`src/sv/ssi_pkg.sv`:
```
// Shared types and codes for the sorted stream intersection block.
`default_nettype none

package ssi_pkg;

    localparam int KEY_W = 63;
    localparam int TAG_W = 16;
    localparam int SRC_W = 4;
    localparam int CNT_W = 5;
    localparam int ST_W  = 3;

    // Reply and result status codes
    localparam logic [ST_W-1:0] ST_ADVANCED = 3'd0;
    localparam logic [ST_W-1:0] ST_MATCH    = 3'd0;
    localparam logic [ST_W-1:0] ST_NEED_TIME = 3'd1;
    localparam logic [ST_W-1:0] ST_YIELD    = 3'd2;
    localparam logic [ST_W-1:0] ST_END      = 3'd3;
    localparam logic [ST_W-1:0] ST_FAIL     = 3'd4;

    // Register reset value for source_count
    localparam logic [CNT_W-1:0] SRC_CNT_RST = 5'd2;

    typedef struct packed {
        logic [ST_W-1:0]  reply_status;
        logic [KEY_W-1:0] record_key;
        logic [TAG_W-1:0] item_tag;
    } t_in_item;

    typedef struct packed {
        logic [ST_W-1:0]  stage_status;
        logic [KEY_W-1:0] match_key;
        logic [TAG_W-1:0] result_tag;
        logic [SRC_W-1:0] next_source;
    } t_out_item;

endpackage

`default_nettype wire

```
`src/sv/ssi_cfg.sv`:
```
// Configuration register (source_count) and source enable mask.
`default_nettype none

module ssi_cfg #(
    parameter int MAX_SOURCES = 16
) (
    input  wire logic                   i_clk,
    input  wire logic                   i_rst_n,
    input  wire logic                   psel,
    input  wire logic                   penable,
    input  wire logic                   pwrite,
    input  wire logic [2:0]             paddr,
    input  wire logic [31:0]            pwdata,
    output logic      [31:0]            prdata,
    output logic                        pready,
    output logic      [MAX_SOURCES-1:0] o_src_en
);

    logic [ssi_pkg::CNT_W-1:0] r_source_count;
    logic                      wr_en;

    assign pready = 1'b1;
    assign wr_en  = psel && penable && pwrite && !paddr[2];

    // source_count register
    always_ff @(posedge i_clk) begin
        if (!i_rst_n) begin
            r_source_count <= ssi_pkg::SRC_CNT_RST;
        end else if (wr_en) begin
            r_source_count <= pwdata[ssi_pkg::CNT_W-1:0];
        end
    end

    // read back
    always_comb begin
        prdata = '0;
        if (!paddr[2]) begin
            prdata = {{(32-ssi_pkg::CNT_W){1'b0}}, r_source_count};
        end
    end

    // sources in use: count saturated to 2..MAX_SOURCES
    always_comb begin
        for (int i = 0; i < MAX_SOURCES; i++) begin
            o_src_en[i] = (i < 2) || (32'(i) < 32'(r_source_count));
        end
    end

endmodule

`default_nettype wire

```
`src/sv/ssi_join.sv`:
```
// Leapfrog join: target/pending state, result reg; one reply/cycle unless stalled.
`default_nettype none

module ssi_join #(
    parameter int MAX_SOURCES = 16
) (
    input  wire logic                   i_clk,
    input  wire logic                   i_rst_n,
    input  wire logic [MAX_SOURCES-1:0] i_src_en,
    input  wire logic                   i_valid,
    input  wire ssi_pkg::t_in_item      i_item,
    output logic                        o_ready,
    output logic                        o_valid,
    output ssi_pkg::t_out_item          o_item,
    input  wire logic                   i_ready
);

    localparam int PW = (MAX_SOURCES > 1) ? $clog2(MAX_SOURCES) : 1;

    logic                            r_ended;
    logic [ssi_pkg::KEY_W-1:0]       r_tkey;
    logic [ssi_pkg::TAG_W-1:0]       r_ttag;
    logic [MAX_SOURCES-1:0]          r_pend;
    logic                            r_out_vld;
    ssi_pkg::t_out_item              r_out_item;

    logic                            n_ended;
    logic [ssi_pkg::KEY_W-1:0]       n_tkey;
    logic [ssi_pkg::TAG_W-1:0]       n_ttag;
    logic [MAX_SOURCES-1:0]          n_pend;
    ssi_pkg::t_out_item              n_out_item;

    logic                            fire;
    logic [PW-1:0]                   cur;
    logic [PW-1:0]                   nxt;
    logic [MAX_SOURCES-1:0]          retired;
    logic [PW+ssi_pkg::SRC_W-1:0]    nxt_ext;

    // lowest set bit of the pending mask
    function automatic logic [PW-1:0] lowest(input logic [MAX_SOURCES-1:0] m);
        logic [PW-1:0] idx;
        idx = '0;
        for (int i = MAX_SOURCES - 1; i >= 0; i--) begin
            if (m[i]) idx = PW'(i);
        end
        return idx;
    endfunction

    // all sources in use except one
    function automatic logic [MAX_SOURCES-1:0] all_but(input logic [MAX_SOURCES-1:0] en,
                                                       input logic [PW-1:0] skip);
        return en & ~(MAX_SOURCES'(1) << skip);
    endfunction

    assign o_ready = !r_out_vld || i_ready;
    assign fire    = i_valid && o_ready;
    assign o_valid = r_out_vld;
    assign o_item  = r_out_item;

    assign cur     = lowest(r_pend);
    assign retired = r_pend & ~(MAX_SOURCES'(1) << cur);

    // next state and result for the reply at the head
    always_comb begin
        n_ended    = r_ended;
        n_tkey     = r_tkey;
        n_ttag     = r_ttag;
        n_pend     = r_pend;
        n_out_item = '0;
        n_out_item.stage_status = ssi_pkg::ST_NEED_TIME;
        if (r_ended) begin
            n_out_item.stage_status = ssi_pkg::ST_END;
        end else begin
            case (i_item.reply_status)
                ssi_pkg::ST_ADVANCED: begin
                    if (r_pend == '0) begin
                        // source 0 sets a new target
                        n_tkey = i_item.record_key;
                        n_ttag = i_item.item_tag;
                        n_pend = all_but(i_src_en, '0);
                    end else if (i_item.record_key == r_tkey) begin
                        n_pend = retired;
                        if (retired == '0) begin
                            n_out_item.stage_status = ssi_pkg::ST_MATCH;
                            n_out_item.match_key    = r_tkey;
                            n_out_item.result_tag   = r_ttag;
                            n_tkey = '0;
                            n_ttag = '0;
                        end
                    end else if (i_item.record_key > r_tkey) begin
                        // larger id leapfrogs the target
                        n_tkey = i_item.record_key;
                        n_ttag = i_item.item_tag;
                        n_pend = all_but(i_src_en, cur);
                    end
                end
                ssi_pkg::ST_YIELD: begin
                    n_out_item.stage_status = ssi_pkg::ST_YIELD;
                    n_out_item.result_tag   = i_item.item_tag;
                end
                ssi_pkg::ST_END: begin
                    n_ended = 1'b1;
                    n_out_item.stage_status = ssi_pkg::ST_END;
                end
                ssi_pkg::ST_FAIL: begin
                    n_ended = 1'b1;
                    n_out_item.stage_status = ssi_pkg::ST_FAIL;
                    n_out_item.result_tag   = i_item.item_tag;
                end
                default: begin
                    n_out_item.stage_status = ssi_pkg::ST_NEED_TIME;
                end
            endcase
        end
        // source expected next: lowest pending after this reply
        nxt     = lowest(n_pend);
        nxt_ext = {{ssi_pkg::SRC_W{1'b0}}, nxt};
        n_out_item.next_source = n_ended ? '0 : nxt_ext[ssi_pkg::SRC_W-1:0];
    end

    // state registers
    always_ff @(posedge i_clk) begin
        if (!i_rst_n) begin
            r_ended <= 1'b0;
            r_tkey  <= '0;
            r_ttag  <= '0;
            r_pend  <= '0;
        end else if (fire) begin
            r_ended <= n_ended;
            r_tkey  <= n_tkey;
            r_ttag  <= n_ttag;
            r_pend  <= n_pend;
        end
    end

    // result register
    always_ff @(posedge i_clk) begin
        if (!i_rst_n) begin
            r_out_vld <= 1'b0;
        end else if (fire) begin
            r_out_vld <= 1'b1;
        end else if (i_ready) begin
            r_out_vld <= 1'b0;
        end
    end

    always_ff @(posedge i_clk) begin
        if (fire) begin
            r_out_item <= n_out_item;
        end
    end

    // end state is sticky until reset
    a_ended_sticky: assert property (@(posedge i_clk) disable iff (!i_rst_n)
        r_ended |=> r_ended)
        else $error("ended state dropped without reset");

    // state frozen while a result waits
    a_hold_state: assert property (@(posedge i_clk) disable iff (!i_rst_n)
        (r_out_vld && !i_ready) |=> ($stable(r_pend) && $stable(r_tkey)))
        else $error("join state moved while result stalled");

    // an emitted match leaves no target behind
    a_match_clear: assert property (@(posedge i_clk) disable iff (!i_rst_n)
        (r_out_vld && r_out_item.stage_status == ssi_pkg::ST_MATCH &&
         !r_ended) |-> (r_pend == '0))
        else $error("match emitted with sources still pending");

    // once ended, results name source 0
    a_ended_src: assert property (@(posedge i_clk) disable iff (!i_rst_n)
        (r_out_vld && r_ended) |-> (r_out_item.next_source == '0))
        else $error("ended result names a source");

endmodule

`default_nettype wire

```
`src/sv/sorted_stream_intersection_core.sv`:
```
// Top level of the sorted stream intersection block.
//
// Usage: each input item is the reply of the source last named in the
// result's next_source field (status, record id, tag). Every accepted item
// yields exactly one result item: a match, a pass-through of need-time or
// yield, or end/failure. The number of streams is set by the source_count
// register on the APB-style port (address 0); write it only while idle.
// From input accept to result valid, the item lands in the input register
// and then the result register is loaded behind the compare and priority
// encode. One item is accepted every cycle unless the receiver stalls.
// When the receiver stalls, the result register holds and input ready
// drops once the input register is also full.
// Reset (synchronous, active low) clears the target, the pending mask and
// the end state, sets source_count to 2 and empties both registers.
// After end or failure every reply returns end until the next reset.
`default_nettype none

module sorted_stream_intersection_core #(
    parameter int MAX_SOURCES = 16
) (
    input  wire logic               i_clk,
    input  wire logic               i_rst_n,
    input  wire logic               i_in_valid,
    output logic                    o_in_ready,
    input  wire ssi_pkg::t_in_item  i_in_item,
    output logic                    o_out_valid,
    input  wire logic               i_out_ready,
    output ssi_pkg::t_out_item      o_out_item,
    input  wire logic               psel,
    input  wire logic               penable,
    input  wire logic               pwrite,
    input  wire logic [2:0]         paddr,
    input  wire logic [31:0]        pwdata,
    output logic      [31:0]        prdata,
    output logic                    pready
);

    logic                   r_in_vld;
    ssi_pkg::t_in_item      r_in_item;
    logic                   join_ready;
    logic [MAX_SOURCES-1:0] src_en;

    assign o_in_ready = !r_in_vld || join_ready;

    // input register
    always_ff @(posedge i_clk) begin
        if (!i_rst_n) begin
            r_in_vld <= 1'b0;
        end else if (o_in_ready) begin
            r_in_vld <= i_in_valid;
        end
    end

    always_ff @(posedge i_clk) begin
        if (i_in_valid && o_in_ready) begin
            r_in_item <= i_in_item;
        end
    end

    ssi_cfg #(
        .MAX_SOURCES(MAX_SOURCES)
    ) u_cfg (
        .i_clk    (i_clk),
        .i_rst_n  (i_rst_n),
        .psel     (psel),
        .penable  (penable),
        .pwrite   (pwrite),
        .paddr    (paddr),
        .pwdata   (pwdata),
        .prdata   (prdata),
        .pready   (pready),
        .o_src_en (src_en)
    );

    ssi_join #(
        .MAX_SOURCES(MAX_SOURCES)
    ) u_join (
        .i_clk    (i_clk),
        .i_rst_n  (i_rst_n),
        .i_src_en (src_en),
        .i_valid  (r_in_vld),
        .i_item   (r_in_item),
        .o_ready  (join_ready),
        .o_valid  (o_out_valid),
        .o_item   (o_out_item),
        .i_ready  (i_out_ready)
    );

endmodule

`default_nettype wire
```
`config.mk`:
```
export PLATFORM = sky130hd
export DESIGN_NAME = sorted_stream_intersection_core
export DESIGN_NICKNAME = d
export VERILOG_FILES = /design/src/sv/ssi_pkg.sv /design/src/sv/ssi_cfg.sv /design/src/sv/ssi_join.sv /design/src/sv/sorted_stream_intersection_core.sv
export SDC_FILE = /design/constraint.sdc
export NUM_CORES = 1
export LEC_CHECK = 0
export BUFFER_PORTS_ARGS = -buffer_cell sky130_fd_sc_hd__buf_2
export CORE_MARGIN = 10
export CORE_UTILIZATION = 40
export DETAILED_ROUTE_END_ITERATION = 6
export SLEW_MARGIN = 40
export SYNTH_ARGS = -nofsm -noshare
export SYNTH_HDL_FRONTEND = slang
export SYNTH_SLANG_ARGS = --single-unit
```
`constraint.sdc`:
```
create_clock -name i_clk -period 9.7 [get_ports i_clk]
set_clock_uncertainty 0.1 [all_clocks]
set_input_delay 1.94 -clock i_clk [delete_from_list [all_inputs] [get_ports i_clk]]
set_output_delay 1.94 -clock i_clk [all_outputs]
set_load 0.05 [all_outputs]
```
-- Yosys cells after proc, flatten, opt, wreduce, memory -nomap -nowiden
Cells that the tools add are included.
- add/sub/neg operators: 0
- multiply operators: 0
- div/mod/pow operators: 0
- magnitude comparators: 15
- equality and inequality tests: 5
- shift-type cells: 1
- multiplexer cells: 54
- bitwise operators: 7
- reduce and logical (&&, ||, !) cells: 23
- operators by type and width (kind ; number):
    $mux W63 ; 4
    $mux W82 ; 2
    $mux W16 ; 9
    $mux W4 ; 24
    $mux W80 ; 1
    $eq A63 B63 Y1 ; 1
    $gt A63 B63 Y1 ; 1
    $lt A4 B5 Y1 const A ; 8
    $and A16 B16 Y16 ; 2
    $logic_not A16 Y1 ; 2
    $pmux W16 S2 ; 1
    $lt A3 B5 Y1 const A ; 4
    $not A16 Y16 ; 1
    $shl A1 B4 Y16 const A ; 1
    $mux W3 ; 4
    $pmux W3 S4 ; 1
    $lt A2 B5 Y1 const A ; 2
    $reduce_or A5 Y1 ; 2
    $reduce_or A9 Y1 ; 1
    $eq A3 B2 Y1 const B ; 2
    $reduce_or A2 Y1 ; 3
    $logic_and A1 B1 Y1 ; 5
    $mux W1 ; 5
    $mux W5 ; 1
    other kinds (11) ; 18
- bits in registers: 271
- bits in latches: 0
- bits in writable memories: 0
- bits in read-only memories: 0
- input port bits: 124
- output and inout port bits: 121
- logic and storage cells: 122
- memories: 0

-- Depth between registers and ports, before layout
Gate-level depths: netlist of the first run.
- depth in word-level cells: 39
- mapped depth: 16
- depth with buffers taken out: 13

-- By module
Synthesis of the first run repeated with hierarchy kept, for this count alone.
- cell total of the unflattened synthesis: 1109
- area total of the unflattened synthesis: 12454.4 um^2
- by module, submodules not included (module ; times used ; cells each ; area an instance (um^2) ; sequential area each (um^2)):
    ssi_join ; 1 ; 933 ; 9280.2 ; 4524.3
    sorted_stream_intersection_core ; 1 ; 87 ; 2519.9 ; 2482.4
    ssi_cfg ; 1 ; 89 ; 654.4 ; 100.1

-- Worst setup path before layout of the first run
No wires, ideal clock.
- path kind: input -> register
- start: input port i_out_ready
- end: register u_join.r_pend[1]
- setup time: 0.119 ns
- arrival time: 5.373 ns
- data required time: 9.481 ns
- setup slack: 4.109 ns
- cell stages on the path: 7
- cell sequence: nor2b_1 > nand2b_1 > clkbuf_1 > clkinv_1 > nand2_1 > nor2_1 > o221a_2
- word-level cells in the longest chain between the ends: 2
- ends and longest elaborated chain (element ; RTL line ; source):
    start, declared ; sorted_stream_intersection_core.sv:27 ; input wire logic i_out_ready,
    $logic_or A1 B1 Y1 ; ssi_join.sv:55 ; assign o_ready = !r_out_vld || i_ready;
    $logic_and A1 B1 Y1 ; ssi_join.sv:56 ; assign fire = i_valid && o_ready;
    named net u_join.fire ; ssi_join.sv:33 ; logic fire;
    end signal, assigned ; ssi_join.sv:132 ; r_pend <= n_pend;
    end, declared ; ssi_join.sv:23 ; logic [MAX_SOURCES-1:0] r_pend;
The timed path passes the listed nets, and every way through them passes these cells.
A chain may end at the register's enable or synchronous reset.

-- Worst setup path after layout of the first run
- start: register r_in_item[77] (netlist name)
- end: register u_join.r_out_item (netlist bit u_join.o_item[0]), data pin
- word-level cells in the longest chain between the ends: 21
- elaborated cells on any way between the ends: 23
- those cells by class: 1 x order compare; 1 x eq/ne; 20 x mux; 1 x reduce/logical
- ends and longest elaborated chain (element ; RTL line ; source):
    start, declared ; sorted_stream_intersection_core.sv:39 ; ssi_pkg::t_in_item r_in_item;
    start signal, assigned ; sorted_stream_intersection_core.sv:56 ; r_in_item <= i_in_item;
    $gt A63 B63 Y1 ; ssi_join.sv:90 ; end else if (i_item.record_key > r_tkey) begin
    $mux W16 ; ssi_join.sv:90 ;
    $mux W16 * ; ssi_join.sv:81 ; end else if (i_item.record_key == r_tkey) begin
    $mux W16 * ; ssi_join.sv:76 ; if (r_pend == '0) begin
    $mux W16 * ; ssi_join.sv:74 ; case (i_item.reply_status)
    $mux W16 * ; ssi_join.sv:71 ; if (r_ended) begin
    $mux W4 (8 in series) ; ssi_join.sv:44 ; if (m[i]) idx = PW'(i);
    $mux W3 (4 in series) ; ssi_join.sv:44 ;
    $mux W2 (2 in series) ; ssi_join.sv:44 ;
    $mux W1 ; ssi_join.sv:44 ;
    end signal, assigned ; ssi_join.sv:149 ; r_out_item <= n_out_item;
    end, declared ; ssi_join.sv:25 ; ssi_pkg::t_out_item r_out_item;
Mark *: on every way between the ends. The rest lies on a longest branch, timed or not.

==> impl_metrics.ini, run 1 <==
[run_status]
status = complete, no violations

[routing]
vias = 9891
drt_pre_antenna_iters = 5
post-route-drc-count = 0
drt_wl_total_um = 35900
routedWlPerCell_um = 19.0
drt-initial-drc-count = 595
drt-vias-per-instance = 5.24
drtAntennaViolNets = 0

[yosys]
syn-mean-instance-area_um2 = 10.3
syn_inst = 1259
ys_warn_count = 0
netlist_area_um2 = 13000
synth_cell_type_count = 77
seq_area_frac_synth_pct = 54.7
ys_ff_latch = 271
async_flop_share_pct = 0
synthFlopType = edfxtp_1
synth_edf_count = 168

[critical_path]
reg2regPathDepth = 11
worstReg2RegEnd = u_join.o_item[0]
end_kind = register
cp_max_fo = 12
worstSetupStartpoint = r_in_item[77]
critPathCapture = u_join.o_item[0]
cp.arrival_ns = 4.90
path_class = register to register
max_stage_delay_ns = 0.78
worstSetupStartpointType = register
path_common_cell = nor2_1
crit_required_ns = 9.92
critPathSlowestCell = a221oi_1
r2r_start = r_in_item[77]
regToRegSetupSlack_ns = 5.02
crit_chain = ha_1 -> nand3_1 -> nor4_1 -> nand4_1 -> nor2_1 -> nor2_1 -> a21o_1 -> a221oi_1 -> a211oi_1 -> o311a_1 -> o21a_1

[final_layout]
nNetsFinal = 1613
final_cells = 1887
fill_cells = 2977
drive_gt1_share_pct = 19.4
seqCellArea_um2 = 7110
areaGrowthSynthToFinish_pct = 17.6
multi_input_area_um2 = 5220

[global_route]
grt_max_degree = 111
antenna_found_initial = 1
overflow = 0
grt_pass1_vias = 9875
grt_usage_pct = 17.3
grt_pass1_wl_um = 56300

[timing]
slew_viol_final = 0
setup_slack_ns = 5.02
max-slew-margin-rel_pct = 47.4
worstMarginPinSlew_ns = 0.789
hold_viol_final = 0
setup_viol = 0
tns_ns = 0
fin_crit_sh_pct = 48.2
fin_crit_ns = 4.68
fmax_mhz = 214
rsz0062_at_grt = false

[die]
die_h_um = 200
ios = 245
start_util_pct = 40.9
rows = 65
core_um2 = 31800
dieArea_um2 = 40100
die_x_um = 200

[job]
drv_cap = 0

[power_and_ir_drop]
p_clk_share_pct = 42.5
ir_drop_mv = 0.130
seq_power_share_pct = 45.8
p_total_mw = 2.84
powerDensity_nw_per_um2 = 186
switchingPower_mw = 0.752
power.internal_mw = 2.09
p_sw_share_pct = 26.5
leakagePower_nw = 5.71
p_comb_share_pct = 11.7

[placement]
dp.cells = 1828
dp_hpwl_um = 24900
dp_slack_ns = 5.01
port_buffers = 187
gp_congestion = 0.911

[clocking]
cts_tree = yes
ctsHoldBuffers = 0
cts_sinks = 271
clk_pin_slew_ns = 0.06
htree_levels = 1
post-cts-setup-buffers = 0
cts_root_buf = clkbuf_16
ctsResizeCount = 0
clock_latency_ns = 0.57
cts_inserted_buffers = 31
clk_path_buf_depth = 3

[min_path]
hold_depth = 2
worst_hold_path_type = register to register
[worst min-delay path by stage]
stage / startpoint / endpoint / slack (ns)
after floorplan: u_join.r_ttag[0] / u_join.r_ttag[0] / 0.34
after global placement: u_join.r_ttag[11] / u_join.r_ttag[11] / 0.34
after detailed placement: u_join.r_ttag[10] / u_join.r_ttag[10] / 0.35
after CTS: u_join.r_ttag[10] / u_join.r_ttag[10] / 0.36
after global routing: u_join.r_ttag[5] / u_join.r_ttag[5] / 0.38
final: u_join.r_ttag[4] / u_join.r_ttag[4] / 0.35
[logic make-up after synthesis]
| kind of cell | synth area share, % |
|---|---|
| AO/OA/AOI/OAI | 13.6 |
| XOR/XNOR | 0.0674 |
| adder cells (fa/ha/maj) | 6.06 |
| buffers and inverters | 6.13 |
| flip-flops | 54.7 |
| multiplexers | 0.385 |
| other | 0.0578 |
| AND/OR/NAND/NOR | 19.0 |
[critical path: cells and delay by family, from the launching register on]
family,cells,cell delay (ns)
flops,1,0.40
compound gates,5,1.90
fa+ha+maj,1,0.35
simple gates,5,1.68
[power groups by stage]
stage	Sequential (mW)	Clock (mW)	Combinational, mW
2_1_floorplan	1.38	0	0.178
3_3_place_gp	1.32	0	0.328
3_5_place_dp	1.32	0	0.332
4_1_cts	1.30	1.24	0.333
5_1_grt	1.30	1.28	0.361
6_report	1.30	1.21	0.333
[layout make-up]
| type | count | area share [%] |
|---|---|---|
| well taps | 435 | 3.56 |
| diodes | 1 | 0.0164 |
| flip-flops and latches | 271 | 46.5 |
| inverters | 75 | 1.86 |
| clock buffers | 39 | 5.53 |
| repair buffers | 199 | 7.01 |
| multi-input cells | 848 | 34.2 |
| clock inverters | 19 | 1.38 |
[sequential cells by signal, indices dropped and copies added, names as in the netlist]
register / count
r_in_item: 82
r_in_vld: 1
u_cfg.r_source_count: 5
u_join.o_item: 86
u_join.o_valid: 1
u_join.r_ended: 1
u_join.r_pend: 16
u_join.r_tkey: 63
u_join.r_ttag: 16
[placed cells by master (no fill, tap or decap), types with 5 or more instances in the layout]
master	count
dfxtp_1	103
buf_2	186
edfxtp_1	168
inv_1	74
and4_1	8
o21ai_1	23
clkinv_2	9
nor3_1	15
a21boi_0	8
nand3_1	96
nor4_1	10
a211oi_1	11
a21o_1	11
or2_2	8
buf_4	8
o211ai_1	9
a21oi_1	38
clkbuf_16	31
and2_1	71
a31oi_1	9
mux2i_1	5
nor2b_1	15
a22oi_1	17
o21a_1	6
ha_1	63
o21ai_0	92
conb_1	28
nand4_1	18
or3_1	9
nand2_1	118
nor2_1	69
[per-layer routing]
| metal | share of wire [%] | track usage (%) | vias up |
|---|---|---|---|
| met4 | 3.5 | 6.46 | 0 |
| met1 | 45 | 22.5 | 4706 |
| met2 | 47 | 28.2 | 269 |
| met5 | 0 | 0 | - |
| li1 | - | - | 4849 |
| met3 | 4.6 | 3.05 | 67 |
[Yosys cell counts (4+ instances only)]
cell      count  share of area, %
a211o_1       4              0.27
a211oi_1     11              0.64
a21boi_0      8              0.46
a21o_1       11              0.64
a21oi_1      38               1.5
a22oi_1      17              0.98
a31oi_1       9              0.43
and2_1       73               3.5
and4_1        8              0.54
buf_1        12              0.35
buf_2         7              0.27
buf_4        28               1.6
buf_6         8              0.69
clkbuf_1     36               1.0
dfxtp_1     103                16
edfxtp_1    168                39
ha_1         63               6.1
inv_1        74               2.1
mux2i_1       5              0.39
nand2_1     118               3.4
nand2b_1      4              0.19
nand3_1      96               3.7
nand4_1      18              0.87
nor2_1       71               2.1
nor2b_1      15              0.72
nor3_1       15              0.58
nor4_1       11              0.53
o211ai_1      9              0.52
o21a_1        6              0.35
o21ai_0      92               3.5
o21ai_1      23              0.89
o31ai_1       5              0.29
or2_2         8              0.39
or3_1         9              0.43
[per-stage QoR]
stage / hold slack [ns] / instance area [µm²] / util, %
finish: 0.354 / 15300 / 48.1
global route: 0.377 / 15300 / 48.1
CTS: 0.357 / 15300 / 48.0
detailed placement: 0.348 / 14200 / 44.7
global placement: 0.342 / 14200 / 44.5
floorplan: 0.336 / 13100 / -
(Power assumes the default switching activity.)
==> run 2: changes to the inputs <==
clock period = 4.61 ns   (was 9.7 ns; I/O delays follow)
==> run 2 against run 1 <==
- register-to-register slack worse by 4.6 ns
- design area rose by 0.61%
- sequential power increased by 110%
==> impl_metrics.ini, run 2 (synthesis gave the netlist of run 1 again) <==
[run_status]
status = complete, no violations

[final_layout]
largest_reg_flops = 86
seqCellArea_um2 = 7110
nNetsFinal = 1620
final_cell_mix = 186 x buf_2, 168 x edfxtp_1, 118 x nand2_1, 103 x dfxtp_1, 96 x nand3_1
layout_commonest_cell = buf_2
areaGrowthSynthToFinish_pct = 18.3
multi_input_area_um2 = 5220
drive_gt1_share_pct = 19.7
fill_cells = 2942

[critical_path]
end_kind = register
worstReg2RegEnd = u_join.o_item[1]
path_class = register to register
reg2regPathDepth = 14
crit_cells = 14
crit_chain = ha_1 -> nand4_1 -> nor4_1 -> buf_4 -> nand4_1 -> o21bai_1 -> and2_1 -> a21oi_1 -> buf_4 -> a31oi_1 -> o21ai_0 -> nor4_1 -> a22o_1 -> a311oi_1
critPathSlowestCell = a21oi_1
crit_required_ns = 4.89
worstSetupStartpointType = register
cp_max_fo = 10
crit_buf_inv = 2
regToRegSetupSlack_ns = 0.37
cp.arrival_ns = 4.51
cpLargestDelayFamily = compound AO/OA/AOI/OAI gates
max_stage_delay_ns = 0.42
r2r_start = r_in_item[42]

[clocking]
htree_levels = 1
ctsHoldBuffers = 0
post-cts-setup-buffers = 0
cts_sinks = 271
cts_inserted_buffers = 31
clk_pin_slew_ns = 0.06
clock_latency_ns = 0.58
cts_root_buf = clkbuf_16
cts_tree = yes
ctsResizeCount = 0
clk_path_buf_depth = 3

[global_route]
grt_pass1_vias = 9882
grt_max_degree = 159
grtUsageMet3_pct = 2.77
globalRouteMet2Util_pct = 28.5
antenna_found_initial = 2
gr-usage-met1_pct = 22.0
grt_usage_pct = 17.1
grt_pass1_wl_um = 56100
overflow = 0
busiest_layer = met2

[die]
start_util_pct = 40.9
dieArea_um2 = 40100
die_x_um = 200
core_um2 = 31800
ios = 245
rows = 65
die_h_um = 200

[timing]
rsz0062_at_grt = false
slew_viol_final = 0
fin_crit_sh_pct = 91.9
hold_viol_final = 0
setup_viol = 0
fmax_mhz = 236
tns_ns = 0
fin_crit_ns = 4.24
worstMarginPinSlew_ns = 0.785
max-slew-margin-rel_pct = 47.3

[min_path]
hold_depth = 2
worst_hold_path_type = register to register
holdPathEnd = u_join.r_ttag[8]
hold_path_startpoint = u_join.r_ttag[8]

[power_and_ir_drop]
power.internal_mw = 4.43
leakagePower_nw = 5.76
p_total_mw = 6.01
seq_power_share_pct = 45.5
p_sw_share_pct = 26.3
p_clk_share_pct = 42.8
powerDensity_nw_per_um2 = 391
p_comb_share_pct = 11.7
ir_drop_mv = 0.286
switchingPower_mw = 1.58

[job]
drv_cap = 0

[routing]
drt_wl_total_um = 35800
vias = 9917
routedWlPerCell_um = 18.9
drt_pre_antenna_iters = 5
drt-vias-per-instance = 5.24
drtAntennaViolNets = 0
post-route-drc-count = 0
drt-initial-drc-count = 616

[placement]
dp_hpwl_um = 24900
gp_congestion = 0.942
port_buffers = 187
==> run 2: cell types whose count changed in the layout (fill, tap and decap cells not counted), moves of 2 or more <==
cell,before,now
buf_12,1,4
buf_4,8,14
clkbuf_1,4,2
clkinv_1,1,3
clkinv_2,9,7
==> run 2: worst max-delay path by stage <==
stage                           from          endpoint  slack [ns]
floorplan                i_out_ready  u_join.r_pend[1]        0.04
global placement    u_join.r_pend[5]  u_join.o_item[1]        0.23
detailed placement     r_in_item[42]  u_join.o_item[1]        0.42
CTS                    r_in_item[42]  u_join.o_item[1]        0.38
global route           r_in_item[42]  u_join.o_item[1]        0.02
finish                 r_in_item[42]  u_join.o_item[1]        0.37
==> run 2: worst register-to-register path, delay by kind of cell (launching register included) <==
family	cells	cell delay [ns]
simple gates	5	1.13
buf+inv	2	0.46
compound gates	6	1.63
flops	1	0.39
fa+ha+maj	1	0.33
==> run 2: layer usage <==
layer	part of all wire, %	wire [µm]
met2	48	17000
met3	4.9	1760
met5	0	0
met1	44	15800
met4	3.4	1220
==> run 2: power by group through the flow <==
stage               registers [mW]  clock network, mW  logic, mW
floorplan                     2.91                  0      0.374
global placement              2.79                  0      0.697
detailed placement            2.79                  0      0.704
CTS                           2.74               2.63      0.707
global route                  2.74               2.72      0.765
finish                        2.74               2.57      0.705
==> run 2: area by class of cell <==
type                            count  area share (%)
Clock buffer                       38            5.61
Sequential cell                   271            46.2
Antenna cell                        2          0.0325
Timing Repair Buffer              206            7.40
Clock inverter                     19            1.42
Multi-Input combinational cell    848            33.9
Tap cell                          435            3.54
Inverter                           75            1.85
==> run 2: metrics by stage <==
stage / cell area (µm²) / setup WS [ns] / cells / util [%] / hold slack [ns]
2_1_floorplan: 13100 / 0.0366 / 1285 / - / 0.336
3_3_place_gp: 14300 / 0.226 / 1834 / 44.8 / 0.343
3_5_place_dp: 14300 / 0.421 / 1835 / 44.9 / 0.348
4_1_cts: 15400 / 0.382 / 1892 / 48.3 / 0.357
5_1_grt: 15400 / 0.0224 / 1893 / 48.4 / 0.375
6_report: 15400 / 0.374 / 1894 / 48.4 / 0.356
==> run 3: changes to the inputs <==
ABC_CLOCK_PERIOD_IN_PS = 4610   (was not set)
BUFFER_PORTS_ARGS = not set   (was -buffer_cell sky130_fd_sc_hd__buf_2)
DONT_BUFFER_PORTS = 1   (was not set)
==> run 3 against run 2 <==
- wire length is 1.9% lower
- sequential share of layout area rose by 3.2 points
- die area stayed put
- count of clock-buffer cells in the layout rose by 7
- worst hold slack lost 0.031 ns
- largest cell class unchanged
- maximum frequency is 0.26% lower
- via count shrank 6.4%
- utilization decreased by 3.1 points
- first-iteration DRC count shrank 3.1%
- highest routed layer is now met5
- sequential power rose by 5%
- non-clock buffer count is 184 lower
==> impl_metrics.ini, run 3 (synthesis gave the netlist of run 1 again) <==
[run_status]
status = complete, no violations

[die]
die_h_um = 200
ios = 245
die_x_um = 200
core_um2 = 31800
start_util_pct = 40.9
rows = 65
dieArea_um2 = 40100

[timing]
hold_viol_final = 0
setup_slack_ns = 0.363
fin_crit_sh_pct = 92.1
rsz0062_at_grt = false
tns_ns = 0
max-slew-margin-rel_pct = 50.1
worstMarginPinSlew_ns = 0.747
setup_viol = 0
fin_crit_ns = 4.25
fmax_mhz = 235
slew_viol_final = 0
holdWs_ns = 0.325

[critical_path]
critPathCapture = u_join.o_item[2]
regToRegSetupSlack_ns = 0.36
end_kind = register
worstSetupStartpoint = r_in_item[24]
cp.arrival_ns = 4.48
r2r_start = r_in_item[24]
worstSetupStartpointType = register
cp_max_fo = 12
crit_required_ns = 4.84
worstReg2RegEnd = u_join.o_item[2]
reg2regPathDepth = 12
path_class = register to register

[power_and_ir_drop]
leakagePower_nw = 5.00
powerDensity_nw_per_um2 = 396
ir_drop_mv = 0.331
p_total_mw = 5.70

[clocking]
cts_inserted_buffers = 30
clock_latency_ns = 0.58
clk_pin_slew_ns = 0.07
htree_levels = 1
cts_sinks = 271
clk_path_buf_depth = 3
cts_root_buf = clkbuf_16
cts_tree = yes
ctsHoldBuffers = 0

[final_layout]
final_cell_mix = 168 x edfxtp_1, 118 x nand2_1, 103 x dfxtp_1, 96 x nand3_1, 92 x o21ai_0
largest_reg_flops = 86
drive_gt1_share_pct = 7.86
fill_cells = 2978
multi_input_area_um2 = 5240
nNetsFinal = 1435
fin_util_pct = 45.2
seqCellArea_um2 = 7110
fin_area_um2 = 14400
areaGrowthSynthToFinish_pct = 10.7
final_cells = 1712
layout_commonest_cell = edfxtp_1

[placement]
dp_hpwl_um = 24700
dp_slack_ns = 0.348
gp_congestion = 0.927
placed_area_um2 = 13400
dp.cells = 1651
port_buffers = 0

[routing]
drt_wl_total_um = 35100
drtAntennaViolNets = 0
drt_pre_antenna_iters = 7
drt-initial-drc-count = 597
vias = 9280
routedWlPerCell_um = 20.5
post-route-drc-count = 0
drt-vias-per-instance = 5.42

[global_route]
overflow = 0
grt_pass1_vias = 8925
grt_usage_pct = 16.9
grt_max_degree = 109
antenna_found_initial = 10
grt_pass1_wl_um = 54500

[min_path]
hold_depth = 1
worst_hold_path_type = input port to register

[job]
drv_cap = 0
run 3: cell count changes in the layout (fill, tap and decap cells not counted), moves of 2 or more:
cell and change:
buf_4 +3, nor2b_2 +4, clkinv_2 -4, clkbuf_8 +2, buf_2 -186, diode_2 +3
clkbuf_16 -2, clkbuf_1 +7, bufinv_16 -3, nor2b_1 -4
run 3: area by class of cell:
| class | instances | area share, % |
|---|---|---|
| Sequential cell | 271 | 49.4 |
| Multi-Input combinational cell | 848 | 36.4 |
| Clock buffer | 45 | 6.03 |
| Tap cell | 435 | 3.78 |
| Inverter | 75 | 1.97 |
| Timing Repair Buffer | 22 | 1.57 |
| Clock inverter | 11 | 0.765 |
| Antenna cell | 5 | 0.0870 |
run 3: routing by layer:
layer	global-route usage, %	vias up	routed length [µm]
met3	3.92	40	2270
met5	0	-	61
met4	4.73	10	464
li1	-	4488	-
met1	21.8	4467	15300
met2	27.7	275	17000
run 3: worst min-delay path by stage:
stage / startpoint / end / slack, ns
3_3_place_gp: u_join.r_ttag[5] / u_join.r_ttag[5] / 0.34
4_1_cts: i_rst_n / u_cfg.r_source_count[1] / 0.29
2_1_floorplan: u_join.r_ttag[0] / u_join.r_ttag[0] / 0.34
6_report: i_rst_n / u_cfg.r_source_count[1] / 0.32
5_1_grt: i_in_item[17] / r_in_item[17] / 0.30
3_5_place_dp: u_join.r_ttag[11] / u_join.r_ttag[11] / 0.35
run 3: where the power goes:
| part | total (mW) | switching [mW] | internal, mW |
|---|---|---|---|
| Combinational | 0.463 | 0.321 | 0.142 |
| Sequential | 2.89 | 0.207 | 2.68 |
| Clock | 2.34 | 0.986 | 1.36 |
| Total | 5.70 | 1.51 | 4.18 |
run 3: worst max-delay path, stage by stage (launching register included):
cell	delay, ns
edfxtp_1	0.39
ha_1	0.32
a21o_1	0.16
a221o_1	0.32
a221o_1	0.38
o21ba_2	0.23
a211oi_1	0.41
a21o_1	0.51
a221oi_1	0.30
o211ai_1	0.19
nor3_1	0.08
nand2b_1	0.15
a2111oi_1	0.44
run 3: what timing repair did:
item                                    CTS  global route
resized for setup                         0             1
setup buffers                             0             0
endpoints found under the setup margin    0             1
